$ cat config.mk
export PLATFORM = sky130hd
export DESIGN_NAME = html_to_text_stream_filter_unit
export DESIGN_NICKNAME = d
export VERILOG_FILES = /design/src/rtl/htf_pkg.sv /design/src/rtl/htf_ram.sv /design/src/rtl/html_to_text_stream_filter_unit.sv
export SDC_FILE = /design/constraint.sdc
export NUM_CORES = 2
export LEC_CHECK = 0
export ABC_AREA = 1
export BUFFER_PORTS_ARGS = -buffer_cell sky130_fd_sc_hd__buf_4
export CORE_MARGIN = 5
export CORE_UTILIZATION = 44
export CTS_BUF_LIST = sky130_fd_sc_hd__clkbuf_16
export DETAILED_ROUTE_END_ITERATION = 12
export PLACE_DENSITY = 0.64
export SLEW_MARGIN = 20
export SYNTH_ARGS = -nofsm -noshare
export SYNTH_HDL_FRONTEND = slang
export SYNTH_SLANG_ARGS = --single-unit
$ cat constraint.sdc
create_clock -name aclk -period 5.76 [get_ports aclk]
set_input_delay 0.864 -clock aclk [delete_from_list [all_inputs] [get_ports aclk]]
set_output_delay 0.864 -clock aclk [all_outputs]
set_load 0.05 [all_outputs]
$ cat src/rtl/htf_pkg.sv
// htf_pkg: shared constants, action codes and tag name matching for the
// html to text stream filter. No dependencies.
package htf_pkg;

    localparam int LIST_DEPTH_DEF = 10;
    localparam int TAG_LEN_DEF    = 62;
    localparam int NAME_BYTES     = 10;
    localparam int NAME_W         = NAME_BYTES * 8;
    localparam int RULE_MAX       = 40;
    localparam int CNT_W          = 16;
    localparam int LIST_W         = CNT_W + 1;

    localparam logic [7:0] CH_NL    = 8'h0a;
    localparam logic [7:0] CH_TAB   = 8'h09;
    localparam logic [7:0] CH_SP    = 8'h20;
    localparam logic [7:0] CH_LT    = 8'h3c;
    localparam logic [7:0] CH_GT    = 8'h3e;
    localparam logic [7:0] CH_SLASH = 8'h2f;
    localparam logic [7:0] CH_STAR  = 8'h2a;
    localparam logic [7:0] CH_DASH  = 8'h2d;
    localparam logic [7:0] CH_DOT   = 8'h2e;
    localparam logic [7:0] CH_CARET = 8'h5e;
    localparam logic [7:0] CH_QUOTE = 8'h22;

    typedef logic [4:0] act_t;
    localparam act_t ACT_NONE    = 5'd0;
    localparam act_t ACT_NL1     = 5'd1;
    localparam act_t ACT_NL2     = 5'd2;
    localparam act_t ACT_NL3     = 5'd3;
    localparam act_t ACT_BR      = 5'd4;
    localparam act_t ACT_LI      = 5'd5;
    localparam act_t ACT_UL      = 5'd6;
    localparam act_t ACT_OL      = 5'd7;
    localparam act_t ACT_LEND    = 5'd8;
    localparam act_t ACT_SUP     = 5'd9;
    localparam act_t ACT_HR      = 5'd10;
    localparam act_t ACT_QUOTE   = 5'd11;
    localparam act_t ACT_PRE_ON  = 5'd12;
    localparam act_t ACT_PRE_OFF = 5'd13;
    localparam act_t ACT_SCR_ON  = 5'd14;
    localparam act_t ACT_SCR_OFF = 5'd15;
    localparam act_t ACT_STY_ON  = 5'd16;
    localparam act_t ACT_STY_OFF = 5'd17;
    localparam act_t ACT_ECHO    = 5'd18;

    // mode bits
    localparam int MODE_PRE    = 0;
    localparam int MODE_STYLE  = 1;
    localparam int MODE_SCRIPT = 2;

    function automatic logic is_ws(input logic [7:0] c);
        return c == CH_SP || c == CH_NL || c == CH_TAB;
    endfunction

    function automatic logic nm_is(input logic [NAME_W-1:0] nm, input logic [3:0] len,
                                   input logic [NAME_W-1:0] lit, input logic [3:0] n);
        return nm == lit && len == n;
    endfunction

    // name register holds the name right aligned, zero filled on the left
    function automatic act_t tag_action(input logic [NAME_W-1:0] nm, input logic [3:0] len,
                                        input logic closing, input logic too_long);
        act_t a;
        a = ACT_ECHO;
        if (too_long) begin
            a = ACT_ECHO;
        end else if (nm_is(nm, len, NAME_W'("p"), 4'd1) ||
                     nm_is(nm, len, NAME_W'("details"), 4'd7) ||
                     nm_is(nm, len, NAME_W'("blockquote"), 4'd10)) begin
            a = ACT_NL2;
        end else if (nm_is(nm, len, NAME_W'("div"), 4'd3) ||
                     nm_is(nm, len, NAME_W'("section"), 4'd7) ||
                     nm_is(nm, len, NAME_W'("footer"), 4'd6) ||
                     nm_is(nm, len, NAME_W'("summary"), 4'd7)) begin
            a = ACT_NL1;
        end else if (nm_is(nm, len, NAME_W'("span"), 4'd4) ||
                     nm_is(nm, len, NAME_W'("code"), 4'd4) ||
                     nm_is(nm, len, NAME_W'("a"), 4'd1) ||
                     nm_is(nm, len, NAME_W'("b"), 4'd1) ||
                     nm_is(nm, len, NAME_W'("i"), 4'd1) ||
                     nm_is(nm, len, NAME_W'("em"), 4'd2) ||
                     nm_is(nm, len, NAME_W'("mark"), 4'd4) ||
                     nm_is(nm, len, NAME_W'("small"), 4'd5) ||
                     nm_is(nm, len, NAME_W'("time"), 4'd4) ||
                     nm_is(nm, len, NAME_W'("strong"), 4'd6)) begin
            a = ACT_NONE;
        end else if (nm_is(nm, len, NAME_W'("q"), 4'd1)) begin
            a = ACT_QUOTE;
        end else if (nm_is(nm, len, NAME_W'("h1"), 4'd2) ||
                     nm_is(nm, len, NAME_W'("h2"), 4'd2) ||
                     nm_is(nm, len, NAME_W'("h3"), 4'd2) ||
                     nm_is(nm, len, NAME_W'("h4"), 4'd2) ||
                     nm_is(nm, len, NAME_W'("h5"), 4'd2) ||
                     nm_is(nm, len, NAME_W'("h6"), 4'd2)) begin
            a = closing ? ACT_NL2 : ACT_NL3;
        end else if (nm_is(nm, len, NAME_W'("li"), 4'd2)) begin
            a = closing ? ACT_NL1 : ACT_LI;
        end else if (nm_is(nm, len, NAME_W'("ul"), 4'd2)) begin
            a = closing ? ACT_LEND : ACT_UL;
        end else if (nm_is(nm, len, NAME_W'("ol"), 4'd2)) begin
            a = closing ? ACT_LEND : ACT_OL;
        end else if (nm_is(nm, len, NAME_W'("pre"), 4'd3)) begin
            a = closing ? ACT_PRE_OFF : ACT_PRE_ON;
        end else if (nm_is(nm, len, NAME_W'("script"), 4'd6)) begin
            a = closing ? ACT_SCR_OFF : ACT_SCR_ON;
        end else if (nm_is(nm, len, NAME_W'("style"), 4'd5)) begin
            a = closing ? ACT_STY_OFF : ACT_STY_ON;
        end else if (!closing && nm_is(nm, len, NAME_W'("br"), 4'd2)) begin
            a = ACT_BR;
        end else if (!closing && nm_is(nm, len, NAME_W'("sup"), 4'd3)) begin
            a = ACT_SUP;
        end else if (!closing && nm_is(nm, len, NAME_W'("hr"), 4'd2)) begin
            a = ACT_HR;
        end
        return a;
    endfunction

endpackage

$ cat src/rtl/htf_ram.sv
// htf_ram: single write port, single read port synchronous memory with a
// registered read. No dependencies.
module htf_ram #(
    parameter int WIDTH = 8,
    parameter int DEPTH = 62,
    parameter int AW    = (DEPTH > 1) ? $clog2(DEPTH) : 1
) (
    input  logic             aclk,
    input  logic             wr_en,
    input  logic [AW-1:0]    wr_addr,
    input  logic [WIDTH-1:0] wr_data,
    input  logic [AW-1:0]    rd_addr,
    output logic [WIDTH-1:0] rd_data
);

    logic [WIDTH-1:0] mem [DEPTH];

    // write port
    always_ff @(posedge aclk) begin
        if (wr_en) begin
            mem[wr_addr] <= wr_data;
        end
    end

    // registered read port
    always_ff @(posedge aclk) begin
        rd_data <= mem[rd_addr];
    end

endmodule

$ cat src/rtl/html_to_text_stream_filter_unit.sv
// html_to_text_stream_filter_unit: top level of the html to text filter.
// Depends on htf_pkg and htf_ram (tag byte buffer and list level stack).
//
// One HTML byte is taken per request and turned into zero or more text bytes.
// A plain text byte passes through accept, emit and end of run; a buffered tag
// byte is only accepted. A closing '>' runs a sequencer that produces
// one output byte per cycle: newlines, indent, bullet or digits (one decimal
// digit per cycle from the list count read out of the list stack memory),
// dash rule, or the tag echoed byte by byte from the tag buffer memory. The
// last byte of each run is held in the hold stage so it can carry last_of_run. A
// stalled result channel stalls the sequencer. No clearing pass is needed.
module html_to_text_stream_filter_unit #(
    parameter int MAX_LIST_DEPTH = htf_pkg::LIST_DEPTH_DEF,
    parameter int TAG_BUFFER_LEN = htf_pkg::TAG_LEN_DEF
) (
    input  logic       aclk,
    input  logic       aresetn,
    input  logic       cfg_we,
    input  logic [5:0] cfg_wdata,
    input  logic       s_valid,
    output logic       s_ready,
    input  logic [7:0] s_in_char,
    input  logic       s_doc_start,
    output logic       m_valid,
    input  logic       m_ready,
    output logic [7:0] m_out_char,
    output logic       m_last_of_run,
    output logic       m_tag_cut
);
    import htf_pkg::*;

    localparam int TA = (TAG_BUFFER_LEN > 1) ? $clog2(TAG_BUFFER_LEN) : 1;
    localparam int CW = $clog2(TAG_BUFFER_LEN + 1);
    localparam int LA = (MAX_LIST_DEPTH > 1) ? $clog2(MAX_LIST_DEPTH) : 1;

    localparam logic [3:0] S_IDLE   = 4'd0;
    localparam logic [3:0] S_ACT    = 4'd1;
    localparam logic [3:0] S_NL     = 4'd2;
    localparam logic [3:0] S_POST   = 4'd3;
    localparam logic [3:0] S_SEQ    = 4'd4;
    localparam logic [3:0] S_SPC    = 4'd5;
    localparam logic [3:0] S_LIDATA = 4'd6;
    localparam logic [3:0] S_DIGIT  = 4'd7;
    localparam logic [3:0] S_NUM    = 4'd8;
    localparam logic [3:0] S_DASH   = 4'd9;
    localparam logic [3:0] S_EOPEN  = 4'd10;
    localparam logic [3:0] S_EBYTE  = 4'd11;
    localparam logic [3:0] S_ECLOSE = 4'd12;
    localparam logic [3:0] S_FLUSH  = 4'd13;

    logic [3:0]        state_reg, state_next;
    logic [5:0]        rule_reg, rule_next;
    logic              inside_reg, inside_next;
    logic [CW-1:0]     tcount_reg, tcount_next;
    logic              ovf_reg, ovf_next;
    logic [3:0]        depth_reg, depth_next;
    logic [2:0]        mode_reg, mode_next;
    logic [7:0]        r0_reg, r0_next, r1_reg, r1_next, r2_reg, r2_next;
    logic [1:0]        seen_reg, seen_next;
    logic [NAME_W-1:0] name_reg, name_next;
    logic [3:0]        nlen_reg, nlen_next;
    logic              closing_reg, closing_next;
    logic              ndone_reg, ndone_next;
    logic              nlong_reg, nlong_next;
    act_t              act_reg, act_next;
    logic [1:0]        nl_left_reg, nl_left_next;
    logic [5:0]        cnt_reg, cnt_next;
    logic [7:0]        first_ch_reg, first_ch_next;
    logic              first_reg, first_next;
    logic [CW-1:0]     idx_reg, idx_next;
    logic [CNT_W-1:0]  v_reg, v_next;
    logic [3:0]        dig_reg [5];
    logic [3:0]        dig_next [5];
    logic [2:0]        nd_reg, nd_next;
    logic              hold_v_reg, hold_v_next;
    logic [7:0]        hold_ch_reg, hold_ch_next;
    logic              hold_cut_reg, hold_cut_next;
    logic              m_valid_reg, m_valid_next;
    logic [7:0]        m_ch_reg, m_ch_next;
    logic              m_last_reg, m_last_next;
    logic              m_cut_reg, m_cut_next;

    logic              gen_want, gen_fire, gen_cut, out_free;
    logic [7:0]        gen_ch;
    logic              tag_we;
    logic [TA-1:0]     tag_waddr, tag_raddr;
    logic [7:0]        tag_rdata;
    logic              list_we;
    logic [LA-1:0]     list_waddr, list_raddr;
    logic [LIST_W-1:0] list_wdata, list_rdata;
    logic [31:0]       prod;
    logic [CNT_W-1:0]  quot;
    logic [1:0]        nl_have, nl_want;
    logic [3:0]        depth_m1;

    htf_ram #(.WIDTH(8), .DEPTH(TAG_BUFFER_LEN), .AW(TA)) u_tag_ram (
        .aclk(aclk), .wr_en(tag_we), .wr_addr(tag_waddr), .wr_data(s_in_char),
        .rd_addr(tag_raddr), .rd_data(tag_rdata)
    );

    htf_ram #(.WIDTH(LIST_W), .DEPTH(MAX_LIST_DEPTH), .AW(LA)) u_list_ram (
        .aclk(aclk), .wr_en(list_we), .wr_addr(list_waddr), .wr_data(list_wdata),
        .rd_addr(list_raddr), .rd_data(list_rdata)
    );

    assign s_ready       = (state_reg == S_IDLE);
    assign m_valid       = m_valid_reg;
    assign m_out_char    = m_ch_reg;
    assign m_last_of_run = m_last_reg;
    assign m_tag_cut     = m_cut_reg;

    assign depth_m1   = depth_reg - 4'd1;
    assign list_raddr = depth_m1[LA-1:0];
    assign out_free   = !m_valid_reg || m_ready;
    assign gen_fire   = gen_want && (!hold_v_reg || out_free);

    // divide by ten through the reciprocal
    assign prod = 32'(v_reg) * 32'd52429;
    assign quot = CNT_W'(prod[31:19]);

    // trailing newlines already in the history
    always_comb begin
        nl_have = 2'd0;
        if (seen_reg >= 2'd1 && r0_reg == CH_NL) begin
            nl_have = 2'd1;
            if (seen_reg >= 2'd2 && r1_reg == CH_NL) begin
                nl_have = 2'd2;
                if (seen_reg == 2'd3 && r2_reg == CH_NL) begin
                    nl_have = 2'd3;
                end
            end
        end
    end

    // byte generator for the current sequencer state
    always_comb begin
        gen_want = 1'b0;
        gen_ch   = CH_SP;
        gen_cut  = 1'b0;
        case (state_reg)
            S_SEQ: begin
                gen_want = 1'b1;
                gen_ch   = first_reg ? first_ch_reg : CH_SP;
            end
            S_NL: begin
                gen_want = (nl_left_reg != 2'd0);
                gen_ch   = CH_NL;
            end
            S_SPC: begin
                gen_want = (cnt_reg != 6'd0);
            end
            S_DASH: begin
                gen_want = (cnt_reg != 6'd0);
                gen_ch   = CH_DASH;
            end
            S_NUM: begin
                gen_want = 1'b1;
                gen_ch   = {4'h3, dig_reg[nd_reg - 3'd1]};
            end
            S_EOPEN: begin
                gen_want = 1'b1;
                gen_ch   = CH_LT;
                gen_cut  = ovf_reg;
            end
            S_EBYTE: begin
                gen_want = (idx_reg != tcount_reg);
                gen_ch   = tag_rdata;
                gen_cut  = ovf_reg;
            end
            S_ECLOSE: begin
                gen_want = 1'b1;
                gen_ch   = CH_GT;
                gen_cut  = ovf_reg;
            end
            default: begin
                gen_want = 1'b0;
            end
        endcase
    end

    // echo read address runs one ahead when a byte leaves
    always_comb begin
        tag_raddr = '0;
        if (state_reg == S_EBYTE) begin
            tag_raddr = gen_fire ? TA'(idx_reg + CW'(1)) : TA'(idx_reg);
        end
    end

    // next state of everything
    always_comb begin
        state_next    = state_reg;
        rule_next     = rule_reg;
        inside_next   = inside_reg;
        tcount_next   = tcount_reg;
        ovf_next      = ovf_reg;
        depth_next    = depth_reg;
        mode_next     = mode_reg;
        r0_next       = r0_reg;
        r1_next       = r1_reg;
        r2_next       = r2_reg;
        seen_next     = seen_reg;
        name_next     = name_reg;
        nlen_next     = nlen_reg;
        closing_next  = closing_reg;
        ndone_next    = ndone_reg;
        nlong_next    = nlong_reg;
        act_next      = act_reg;
        nl_left_next  = nl_left_reg;
        cnt_next      = cnt_reg;
        first_ch_next = first_ch_reg;
        first_next    = first_reg;
        idx_next      = idx_reg;
        v_next        = v_reg;
        dig_next      = dig_reg;
        nd_next       = nd_reg;
        hold_v_next   = hold_v_reg;
        hold_ch_next  = hold_ch_reg;
        hold_cut_next = hold_cut_reg;
        m_valid_next  = m_valid_reg && !m_ready;
        m_ch_next     = m_ch_reg;
        m_last_next   = m_last_reg;
        m_cut_next    = m_cut_reg;
        tag_we        = 1'b0;
        tag_waddr     = TA'(tcount_reg);
        list_we       = 1'b0;
        list_waddr    = depth_reg[LA-1:0];
        list_wdata    = '0;
        nl_want       = 2'd0;

        if (cfg_we) begin
            rule_next = cfg_wdata;
        end

        // generated byte enters the hold stage, the previous one moves out
        if (gen_fire) begin
            if (hold_v_reg) begin
                m_valid_next = 1'b1;
                m_ch_next    = hold_ch_reg;
                m_last_next  = 1'b0;
                m_cut_next   = hold_cut_reg;
            end
            hold_v_next   = 1'b1;
            hold_ch_next  = gen_ch;
            hold_cut_next = gen_cut;
            r2_next       = r1_reg;
            r1_next       = r0_reg;
            r0_next       = gen_ch;
            if (seen_reg != 2'd3) begin
                seen_next = seen_reg + 2'd1;
            end
        end

        case (state_reg)
            S_IDLE: begin
                if (s_valid) begin
                    if (s_doc_start) begin
                        depth_next  = 4'd0;
                        mode_next   = 3'd0;
                        inside_next = 1'b0;
                        tcount_next = '0;
                        ovf_next    = 1'b0;
                        r0_next     = 8'd0;
                        r1_next     = 8'd0;
                        r2_next     = 8'd0;
                        seen_next   = 2'd0;
                    end
                    first_ch_next = s_in_char;
                    first_next    = 1'b1;
                    cnt_next      = 6'd1;
                    if (!inside_reg || s_doc_start) begin
                        // text byte
                        if (s_in_char == CH_LT) begin
                            inside_next  = 1'b1;
                            tcount_next  = '0;
                            ovf_next     = 1'b0;
                            name_next    = '0;
                            nlen_next    = 4'd0;
                            closing_next = 1'b0;
                            ndone_next   = 1'b0;
                            nlong_next   = 1'b0;
                        end else if (!s_doc_start &&
                                     (mode_reg[MODE_STYLE] || mode_reg[MODE_SCRIPT])) begin
                            state_next = S_IDLE;
                        end else if ((s_doc_start || !mode_reg[MODE_PRE]) &&
                                     is_ws(s_in_char)) begin
                            if (!s_doc_start && seen_reg != 2'd0 && !is_ws(r0_reg)) begin
                                first_ch_next = CH_SP;
                                state_next    = S_SEQ;
                            end
                        end else begin
                            state_next = S_SEQ;
                        end
                    end else if (s_in_char == CH_GT) begin
                        inside_next = 1'b0;
                        act_next    = tag_action(name_reg, nlen_reg, closing_reg, nlong_reg);
                        state_next  = S_ACT;
                    end else if (tcount_reg < CW'(TAG_BUFFER_LEN)) begin
                        // buffer the byte and track the name
                        tag_we      = 1'b1;
                        tcount_next = tcount_reg + CW'(1);
                        if (tcount_reg == '0 && s_in_char == CH_SLASH) begin
                            closing_next = 1'b1;
                        end else if (!ndone_reg) begin
                            if (is_ws(s_in_char)) begin
                                ndone_next = 1'b1;
                            end else if (nlen_reg < 4'(NAME_BYTES)) begin
                                name_next = {name_reg[NAME_W-9:0], s_in_char};
                                nlen_next = nlen_reg + 4'd1;
                            end else begin
                                nlong_next = 1'b1;
                            end
                        end
                    end else begin
                        ovf_next = 1'b1;
                    end
                end
            end

            // first step of a matched tag
            S_ACT: begin
                first_next = 1'b1;
                cnt_next   = 6'd1;
                state_next = S_NL;
                case (act_reg)
                    ACT_NL1, ACT_LI, ACT_HR: nl_want = 2'd1;
                    ACT_NL2, ACT_LEND:       nl_want = 2'd2;
                    ACT_NL3:                 nl_want = 2'd3;
                    ACT_UL, ACT_OL: begin
                        if (depth_reg >= 4'(MAX_LIST_DEPTH)) begin
                            state_next = S_FLUSH;
                        end else begin
                            nl_want = 2'd2;
                        end
                    end
                    ACT_PRE_ON: begin
                        mode_next[MODE_PRE] = 1'b1;
                        nl_want = 2'd2;
                    end
                    ACT_PRE_OFF: begin
                        mode_next[MODE_PRE] = 1'b0;
                        nl_want = 2'd2;
                    end
                    ACT_BR: begin
                        first_ch_next = CH_NL;
                        state_next    = S_SEQ;
                    end
                    ACT_SUP: begin
                        first_ch_next = CH_CARET;
                        state_next    = S_SEQ;
                    end
                    ACT_QUOTE: begin
                        first_ch_next = CH_QUOTE;
                        state_next    = S_SEQ;
                    end
                    ACT_SCR_ON: begin
                        mode_next[MODE_SCRIPT] = 1'b1;
                        state_next = S_FLUSH;
                    end
                    ACT_SCR_OFF: begin
                        mode_next[MODE_SCRIPT] = 1'b0;
                        state_next = S_FLUSH;
                    end
                    ACT_STY_ON: begin
                        mode_next[MODE_STYLE] = 1'b1;
                        state_next = S_FLUSH;
                    end
                    ACT_STY_OFF: begin
                        mode_next[MODE_STYLE] = 1'b0;
                        state_next = S_FLUSH;
                    end
                    ACT_ECHO: state_next = S_EOPEN;
                    default:  state_next = S_FLUSH;
                endcase
                nl_left_next = (nl_want > nl_have) ? nl_want - nl_have : 2'd0;
            end

            S_NL: begin
                if (nl_left_reg == 2'd0) begin
                    state_next = S_POST;
                end else if (gen_fire) begin
                    nl_left_next = nl_left_reg - 2'd1;
                end
            end

            // work after the newlines
            S_POST: begin
                first_next = 1'b1;
                state_next = S_FLUSH;
                case (act_reg)
                    ACT_LI: begin
                        if (depth_reg == 4'd0) begin
                            first_ch_next = CH_STAR;
                            cnt_next      = 6'd3;
                            state_next    = S_SEQ;
                        end else begin
                            cnt_next   = 6'(depth_reg) * 6'd3;
                            state_next = S_SPC;
                        end
                    end
                    ACT_UL, ACT_OL: begin
                        list_we    = 1'b1;
                        list_wdata = {(act_reg == ACT_OL), {CNT_W{1'b0}}};
                        depth_next = depth_reg + 4'd1;
                    end
                    ACT_LEND: begin
                        if (depth_reg != 4'd0) begin
                            depth_next = depth_reg - 4'd1;
                        end
                    end
                    ACT_HR: begin
                        cnt_next   = (rule_reg > 6'(RULE_MAX)) ? 6'(RULE_MAX) : rule_reg;
                        state_next = S_DASH;
                    end
                    default: state_next = S_FLUSH;
                endcase
            end

            S_SPC: begin
                if (cnt_reg == 6'd0) begin
                    state_next = S_LIDATA;
                end else if (gen_fire) begin
                    cnt_next = cnt_reg - 6'd1;
                end
            end

            // list entry read during the indent; for an ordered list bump the count and write back
            S_LIDATA: begin
                first_next = 1'b1;
                if (!list_rdata[CNT_W]) begin
                    first_ch_next = CH_STAR;
                    cnt_next      = 6'd3;
                    state_next    = S_SEQ;
                end else begin
                    list_we    = 1'b1;
                    list_waddr = depth_m1[LA-1:0];
                    if (list_rdata[CNT_W-1:0] != {CNT_W{1'b1}}) begin
                        v_next = list_rdata[CNT_W-1:0] + CNT_W'(1);
                    end else begin
                        v_next = list_rdata[CNT_W-1:0];
                    end
                    list_wdata = {1'b1, v_next};
                    nd_next    = 3'd0;
                    state_next = S_DIGIT;
                end
            end

            // one decimal digit per cycle, least significant first
            S_DIGIT: begin
                dig_next[nd_reg] = 4'(v_reg - quot * CNT_W'(10));
                nd_next = nd_reg + 3'd1;
                v_next  = quot;
                if (quot == '0 || nd_reg == 3'd4) begin
                    state_next = S_NUM;
                end
            end

            S_NUM: begin
                if (gen_fire) begin
                    nd_next = nd_reg - 3'd1;
                    if (nd_reg == 3'd1) begin
                        first_ch_next = CH_DOT;
                        first_next    = 1'b1;
                        cnt_next      = 6'd2;
                        state_next    = S_SEQ;
                    end
                end
            end

            S_DASH: begin
                if (cnt_reg == 6'd0) begin
                    first_ch_next = CH_NL;
                    first_next    = 1'b1;
                    cnt_next      = 6'd1;
                    state_next    = S_SEQ;
                end else if (gen_fire) begin
                    cnt_next = cnt_reg - 6'd1;
                end
            end

            // short fixed run: first byte then spaces
            S_SEQ: begin
                if (gen_fire) begin
                    first_next = 1'b0;
                    cnt_next   = cnt_reg - 6'd1;
                    if (cnt_reg == 6'd1) begin
                        state_next = S_FLUSH;
                    end
                end
            end

            S_EOPEN: begin
                idx_next = '0;
                if (gen_fire) begin
                    state_next = S_EBYTE;
                end
            end

            S_EBYTE: begin
                if (idx_reg == tcount_reg) begin
                    state_next = S_ECLOSE;
                end else if (gen_fire) begin
                    idx_next = idx_reg + CW'(1);
                end
            end

            S_ECLOSE: begin
                if (gen_fire) begin
                    state_next = S_FLUSH;
                end
            end

            // release the held byte marked as last of the run
            S_FLUSH: begin
                if (!hold_v_reg) begin
                    state_next = S_IDLE;
                end else if (out_free) begin
                    m_valid_next = 1'b1;
                    m_ch_next    = hold_ch_reg;
                    m_last_next  = 1'b1;
                    m_cut_next   = hold_cut_reg;
                    hold_v_next  = 1'b0;
                    state_next   = S_IDLE;
                end
            end

            default: state_next = S_IDLE;
        endcase
    end

    // control registers
    always_ff @(posedge aclk) begin
        if (!aresetn) begin
            state_reg   <= S_IDLE;
            rule_reg    <= 6'(RULE_MAX);
            inside_reg  <= 1'b0;
            tcount_reg  <= '0;
            ovf_reg     <= 1'b0;
            depth_reg   <= 4'd0;
            mode_reg    <= 3'd0;
            r0_reg      <= 8'd0;
            r1_reg      <= 8'd0;
            r2_reg      <= 8'd0;
            seen_reg    <= 2'd0;
            hold_v_reg  <= 1'b0;
            m_valid_reg <= 1'b0;
        end else begin
            state_reg   <= state_next;
            rule_reg    <= rule_next;
            inside_reg  <= inside_next;
            tcount_reg  <= tcount_next;
            ovf_reg     <= ovf_next;
            depth_reg   <= depth_next;
            mode_reg    <= mode_next;
            r0_reg      <= r0_next;
            r1_reg      <= r1_next;
            r2_reg      <= r2_next;
            seen_reg    <= seen_next;
            hold_v_reg  <= hold_v_next;
            m_valid_reg <= m_valid_next;
        end
    end

    // payload registers
    always_ff @(posedge aclk) begin
        name_reg     <= name_next;
        nlen_reg     <= nlen_next;
        closing_reg  <= closing_next;
        ndone_reg    <= ndone_next;
        nlong_reg    <= nlong_next;
        act_reg      <= act_next;
        nl_left_reg  <= nl_left_next;
        cnt_reg      <= cnt_next;
        first_ch_reg <= first_ch_next;
        first_reg    <= first_next;
        idx_reg      <= idx_next;
        v_reg        <= v_next;
        dig_reg      <= dig_next;
        nd_reg       <= nd_next;
        hold_ch_reg  <= hold_ch_next;
        hold_cut_reg <= hold_cut_next;
        m_ch_reg     <= m_ch_next;
        m_last_reg   <= m_last_next;
        m_cut_reg    <= m_cut_next;
    end

    // a new request only starts with an empty hold stage
    a_idle_hold_empty: assert property (@(posedge aclk) disable iff (!aresetn)
        s_ready |-> !hold_v_reg) else $error("hold stage busy while idle");

    // the hold stage never overwrites a byte the output cannot take
    a_no_overwrite: assert property (@(posedge aclk) disable iff (!aresetn)
        (gen_fire && hold_v_reg) |-> out_free) else $error("held byte lost");

    // list nesting stays within the stack
    a_depth_bound: assert property (@(posedge aclk) disable iff (!aresetn)
        depth_reg <= 4'(MAX_LIST_DEPTH)) else $error("list depth overflow");

    // tag fill count stays within the buffer
    a_tag_bound: assert property (@(posedge aclk) disable iff (!aresetn)
        tcount_reg <= CW'(TAG_BUFFER_LEN)) else $error("tag count overflow");

endmodule

# Yosys cells after proc, flatten, opt, wreduce, memory -nomap -nowiden
# Memory sizes are Yosys's and may differ from the RTL's. A register that Yosys moved wholly into a read port is not among the register bits.
# Cells that the tools add are included.
[classes]
n_div = 0
n_reduce_logical = 136
mux = 224
mul = 3
eq_ne = 129
n_addsub = 13
shifts = 0
magnitude_cmp = 10
n_bitwise = 3
[ops]
columns = ["cell", "n"]
rows = [
  ["equality test 80 x 15 -> 1 bit, second input constant", 12],
  ["2-to-1 mux 80 bit", 8],
  ["equality test 80 x 7 -> 1 bit, second input constant", 5],
  ["equality test 80 x 31 -> 1 bit, second input constant", 4],
  ["equality test 80 x 23 -> 1 bit, second input constant", 3],
  ["equality test 80 x 47 -> 1 bit, second input constant", 3],
  ["equality test 80 x 55 -> 1 bit, second input constant", 3],
  ["2-to-1 mux 8 bit", 30],
  ["equality test 80 x 39 -> 1 bit, second input constant", 2],
  ["2-to-1 mux 4 bit", 39],
  ["2-to-1 mux 6 bit", 17],
  ["equality test 80 x 79 -> 1 bit, second input constant", 1],
  ["2-to-1 mux 5 bit", 14],
  ["2-to-1 mux 1 bit", 68],
  ["case mux 4 bit (14 select lines)", 1],
  ["case mux 8 bit (7 select lines)", 1],
  ["equality test 8 x 4 -> 1 bit, second input constant", 6],
  ["case mux 6 bit (8 select lines)", 1],
  ["case mux 8 bit (6 select lines)", 1],
  ["logical AND 1 bit", 47],
  ["!= test 2 bit, second input constant", 23],
  ["equality test 5 x 4 -> 1 bit, second input constant", 8],
  ["equality test 8 x 6 -> 1 bit, second input constant", 5],
  ["2-to-1 mux 17 bit", 2],
  ["88 further kinds", 214],
]
[word_totals]
latch_bits = 0
in_bits = 20
rom_bits = 0
mem_count = 2
output_inout_bits = 12
regBits = 226
ramBits = 666
[mem_list]
columns = ["name", "depth", "width", "rd", "rd_clocked_by_memory_dff", "wr", "line_no", "text"]
rows = [
  ["u_tag_ram.mem", 62, 8, 1, 1, 1, "htf_ram.sv:16", "logic [WIDTH-1:0] mem [DEPTH];"],
  ["u_list_ram.mem", 10, 17, 1, 1, 1, "htf_ram.sv:16", ""],
]

# Logic depth before layout (Yosys ltp)
[logic_depth]
ltp_word = 17
ltp_mapped = 31
ltp_nobuf = 31

# By module
# A second synthesis with hierarchy kept.
[hier_totals]
cells_unflattened = 4883
area_unflattened_um2 = 46634.7
[by_module_without_submodules]
columns = ["module", "instances", "area_per_inst_um2", "cells_per_inst", "seq_area_each_um2"]
rows = [
  ["htf_ram at u_tag_ram", 1, 20477.1, 1765, 15054.4],
  ["html_to_text_stream_filter_unit", 1, 18589.1, 2432, 6155.9],
  ["htf_ram at u_list_ram", 1, 7568.5, 686, 5445.2],
]

# Worst setup path before layout
# No wires, ideal clock.
[synth_path]
kind = "input -> register"
startpoint = "input s_in_char[7]"
endpoint = "register name_reg[0], enable pin"
setup_time_ns = 0.527
t_required_ns = 5.233
path_buffers = 0
arrival_time_ns = 5.309
setup_slack_ns = -0.076
path_stages = 9
cell_sequence = "nor2_1 -> inv_1 -> nor3_1 -> inv_1 -> nor3_1 -> inv_1 -> nor2_1 -> o21bai_1 -> nor2_1"
[synth_between]
elab_chain_len = 5
elab_cells_between_ends = 14
cone_classes = "eq/ne (10); reduce/logical (4)"
[synth_rtl]
columns = ["item", "line_no", "text"]
rows = [
  ["from (decl)", "html_to_text_stream_filter_unit.sv:22", "input logic [7:0] s_in_char,"],
  ["equality test 8 x 6 -> 1 bit or equality test 8 x 4 -> 1 bit (tied branches)", "htf_pkg.sv:52", "return c == CH_SP || c == CH_NL || c == CH_TAB;"],
  ["logical OR 1 bit (2 in a row)", "htf_pkg.sv:52", ""],
  ["!= test 2 bit (no source line)", "--", ""],
  ["AND reduction 9 bit (no source line) (*)", "--", ""],
  ["to (signal assigned)", "html_to_text_stream_filter_unit.sv:565", "name_reg <= name_next;"],
  ["to (decl)", "html_to_text_stream_filter_unit.sv:60", "logic [NAME_W-1:0] name_reg, name_next;"],
]
# Mark *: on every way between the ends. The rest lies on a longest branch, timed or not.
# A chain may end at the register's enable or synchronous reset.

# Worst setup path after layout
[layout_path]
startpoint = "register v_reg[7]"
endpoint = "register dig_reg[11] in the netlist's numbering, data pin"
[layout_between]
elab_chain_len = 4
[layout_rtl]
columns = ["item", "line_no", "text"]
rows = [
  ["from (decl)", "html_to_text_stream_filter_unit.sv:71", "logic [CNT_W-1:0] v_reg, v_next;"],
  ["from (signal assigned)", "html_to_text_stream_filter_unit.sv:576", "v_reg <= v_next;"],
  ["multiplier 16 x 16 -> 32 bit", "html_to_text_stream_filter_unit.sv:118", "assign prod = 32'(v_reg) * 32'd52429;"],
  ["multiplier 13 x 3 -> 3 bit", "html_to_text_stream_filter_unit.sv:449", "dig_next[nd_reg] = 4'(v_reg - quot * CNT_W'(10));"],
  ["subtractor 4 bit", "html_to_text_stream_filter_unit.sv:449", ""],
  ["bitwise mux 20 bit", "html_to_text_stream_filter_unit.sv:449", ""],
  ["to (signal assigned)", "html_to_text_stream_filter_unit.sv:577", "dig_reg <= dig_next;"],
  ["to (decl)", "html_to_text_stream_filter_unit.sv:72", "logic [3:0] dig_reg [5];"],
]
# Every way passes these cells.

==> impl_metrics.json <==
{
  "min_from": "cfg_wdata[3]",
  "drt-pass1-iter-count": 6,
  "ys_warn_count": 0,
  "avgSynthCellArea_um2": 9.645,
  "cp.arrival_ns": 6.04,
  "vias_per_cell": 5.472,
  "setup_ws_ns": 0.1335,
  "insertion_delay_ns": 0.68,
  "slew_headroom": 0.2852,
  "io_pins": 32,
  "final.period_utilization": 0.9768,
  "core_mm2": 0.1056,
  "dr.first_iter.drc_count": 3511,
  "syn_to_final_growth_pct": 11.61,
  "vias": 34780,
  "cts_buffers": 99,
  "root_buffer": "clkbuf_16",
  "fp.dieH_um": 336.4,
  "grt_usage": 0.2213,
  "synth_area_leaders": "edfxtp_1 53%, nand2_1 7.2%, inv_1 5.9%, nand3_1 5.6%, ha_1 4.2%",
  "switching_power_mw": 9.960,
  "crit_fanout": 5,
  "cp.required_ns": 6.17,
  "ys_seq_elements": 917,
  "clockBufferDepth": 3,
  "finalHoldViolations": 0,
  "io_buffers": 31,
  "crit_path_end_kind": "flop",
  "syn_area_mm2": 0.04688,
  "slew_violations": 0,
  "synth_top_family_by_area": "simple AND/OR/NAND/NOR gates",
  "synth_nets": 5122,
  "wl_per_cell_um": 20.05,
  "cts_tree": "built",
  "finClkSkew_ns": 0.04739,
  "synth.area.mux_share": 0.002162,
  "ant_nets": 0,
  "worst_r2r_path_depth": 22,
  "synthFlopType": "edfxtp_1",
  "cp.buffers_inverters": 5,
  "cp_common_cell": "fa_1",
  "path_class": "reg -> reg",
  "gp_congestion": 0.9247,
  "hpwlAfterDp_mm": 82.49,
  "synth_top_area_share": 0.5310,
  "grt_pass1_vias": 32890,
  "synth_cell_types": 59,
  "power_frac_comb": 0.421,
  "syn_inst": 4861,
  "largest_reg_flops": 496,
  "grt_overflow": 0,
  "grt_max_degree": 167,
  "placed_cells": 6168,
  "stdcell_count": 6357,
  "period_needed_ns": 5.627,
  "synth-simple-area-share": 0.2178,
  "r2r_start": "v_reg[7]",
  "slowest_stage": "fa_2",
  "h-tree-depth": 3,
  "start_kind": "flop",
  "route.detailed.drc": 0,
  "synth_edf_count": 829,
  "cap_violations": 0,
  "p_int_mw": 15.30,
  "fin_nets": 5144,
  "critPathLaunch": "v_reg[7]",
  "tightest_slew_ns": 1.072,
  "synthXorXnorAreaFrac": 0.006538,
  "place_ws_ns": 0.01054,
  "die_w_um": 336.4,
  "synth-compound-area-share": 0.04865,
  "powerDensity_mw_per_mm2": 482.8,
  "status": "finished, final reports clean",
  "clkPwrFrac": 0.246,
  "synthAdderAreaFrac": 0.07761,
  "ys_seq_area_frac": 0.5685,
  "start_util": 0.4441,
  "antenna_found_initial": 1,
  "fmax_ghz": 0.1777,
  "path_cells": "buf_4 -> ha_4 -> inv_1 -> fa_2 -> inv_1 -> fa_1 -> fa_1 -> fa_1 -> fa_1 -> ha_4 -> nand2_4 -> inv_2 -> nand2_4 -> a21oi_4 -> nor2_2 -> nand3_1 -> nand2_2 -> ha_2 -> fa_2 -> xnor2_1 -> xor2_1 -> buf_4",
  "grt_pass1_wl_mm": 195.6,
  "hold_end": "rule_reg[3]",
  "yosys.area.top_type": "edfxtp_1",
  "setup_viol_count_final": 0,
  "min_path_type": "in -> reg",
  "r2r-end": "dig_reg[11]",
  "clk_pin_slew_ns": 0.06,
  "placementRows": 119,
  "async_reset_ff_frac": 0,
  "final_core_util": 0.4957,
  "dieArea_mm2": 0.1132,
  "cp_top_family": "adder cells",
  "slowest_delay_ns": 0.56,
  "drive_gt1_frac": 0.07310,
  "reg2reg_slack_ns": 0.13,
  "fin_tns_setup_ns": 0,
  "power.leakage_nw": 21.37,
  "whs_path_depth": 3,
  "swShare": 0.3943,
  "drt_wl_total_mm": 127.5,
  "peakVddDrop_uv": 846.8,
  "n_antenna_cell": 0,
  "pwr-share-seq": 0.333,
  "clock-sinks": 917
}
-- metal layers --
layer,track usage,share of wire,up-vias
met4,0.05428,0.021,0
met3,0.03811,0.080,181
met5,0,0,-
met1,0.3263,0.45,16800
met2,0.3441,0.45,1288
li1,-,-,16520
-- synthesized netlist by cell type, types with 7 or more instances --
library cell / count
a211oi_1: 16
a21oi_1: 102
a31oi_1: 31
buf_1: 10
buf_2: 64
clkbuf_1: 123
dfxtp_1: 88
edfxtp_1: 829
fa_1: 83
ha_1: 158
inv_1: 737
inv_2: 12
mux2_2: 9
nand2_1: 898
nand3_1: 526
nand3b_1: 7
nand4_1: 213
nor2_1: 508
nor3_1: 83
nor4_1: 31
o211ai_1: 11
o21ai_0: 154
o21ai_1: 7
o22ai_1: 39
xnor2_1: 10
xor2_1: 25
-- worst max-delay path by stage --
stage                   to  slack, ns  cells after the start
2_1_floorplan  dig_reg[11]       0.30                     22
3_3_place_gp    dig_reg[3]        0.1                     18
3_5_place_dp   dig_reg[11]       0.01                     18
4_1_cts        dig_reg[11]      0.008                     20
5_1_grt        dig_reg[19]      -0.04                     25
6_report       dig_reg[11]       0.13                     22
-- kinds of logic (layout without fill, tap and decap cells) --
group           Yosys count  count (layout)
buf+inv                 956            1061
simple gates           2304            2304
compound gates          399             399
xor+xnor                 35              35
flops                   917             917
fa+ha+maj               241             241
mux                       9               9
-- area by class of cell --
| type | instances | area, um2 |
|---|---|---|
| clock buffer | 101 | 2527 |
| multi-input combinational | 2988 | 16850 |
| sequential | 917 | 26660 |
| inverter | 753 | 2826 |
| tap | 1391 | 1740 |
| clock inverter | 83 | 669.4 |
| timing repair buffer | 124 | 1056 |
| fill | 9478 | 53240 |
-- per-stage QoR --
step                power, mW  hold WS, ns  instance area (um2)
floorplan               15.04       0.4315                46890
global placement        17.82       0.4543                48860
detailed placement      17.82       0.4593                48860
CTS                     24.36       0.4217                52070
global route            26.85       0.4541                52330
finish                  25.26       0.4610                52330
-- repair_timing --
action	in CTS	in global routing
buffers inserted	2	4
gates resized for setup	0	51
hold buffers	0	0
pin swaps	0	16
hold endpoints to repair	0	0
endpoints found under the setup margin	5	9
-- worst register-to-register path, stage by stage, from the launching register on --
cell and delay [ns]:
edfxtp_1 0.44, buf_4 0.18, ha_4 0.26, inv_1 0.07, fa_2 0.56, inv_1 0.05, fa_1 0.47, fa_1 0.55
fa_1 0.44, fa_1 0.49, ha_4 0.33, nand2_4 0.08, inv_2 0.07, nand2_4 0.07, a21oi_4 0.14, nor2_2 0.06
nand3_1 0.07, nand2_2 0.07, ha_2 0.17, fa_2 0.35, xnor2_1 0.14, xor2_1 0.16, buf_4 0.15
-- power groups by stage --
stage | Sequential, mW | Combinational [mW] | Clock, mW
2_1_floorplan | 8.58 | 6.46 | 0
3_3_place_gp | 8.51 | 9.31 | 0
3_5_place_dp | 8.48 | 9.34 | 0
4_1_cts | 8.39 | 9.65 | 6.31
5_1_grt | 8.44 | 11.8 | 6.62
6_report | 8.40 | 10.6 | 6.22
-- layout by cell type, fill, tap and decap left out, drive strengths merged, types with 9 or more instances in the layout --
master | netlist | routed
a211oi | 16 | 16
a21oi | 102 | 102
a31oi | 31 | 31
buf | 80 | 124
clkbuf | 123 | 101
clkinv | 4 | 40
dfxtp | 88 | 88
edfxtp | 829 | 829
fa | 83 | 83
ha | 158 | 158
inv | 749 | 784
mux2 | 9 | 9
nand2 | 903 | 903
nand3 | 529 | 529
nand4 | 213 | 213
nor2 | 516 | 516
nor3 | 83 | 83
nor4 | 31 | 31
o211ai | 11 | 11
o21ai | 161 | 161
o22ai | 39 | 39
xnor2 | 10 | 10
xor2 | 25 | 25
(Power assumes the default switching activity.)
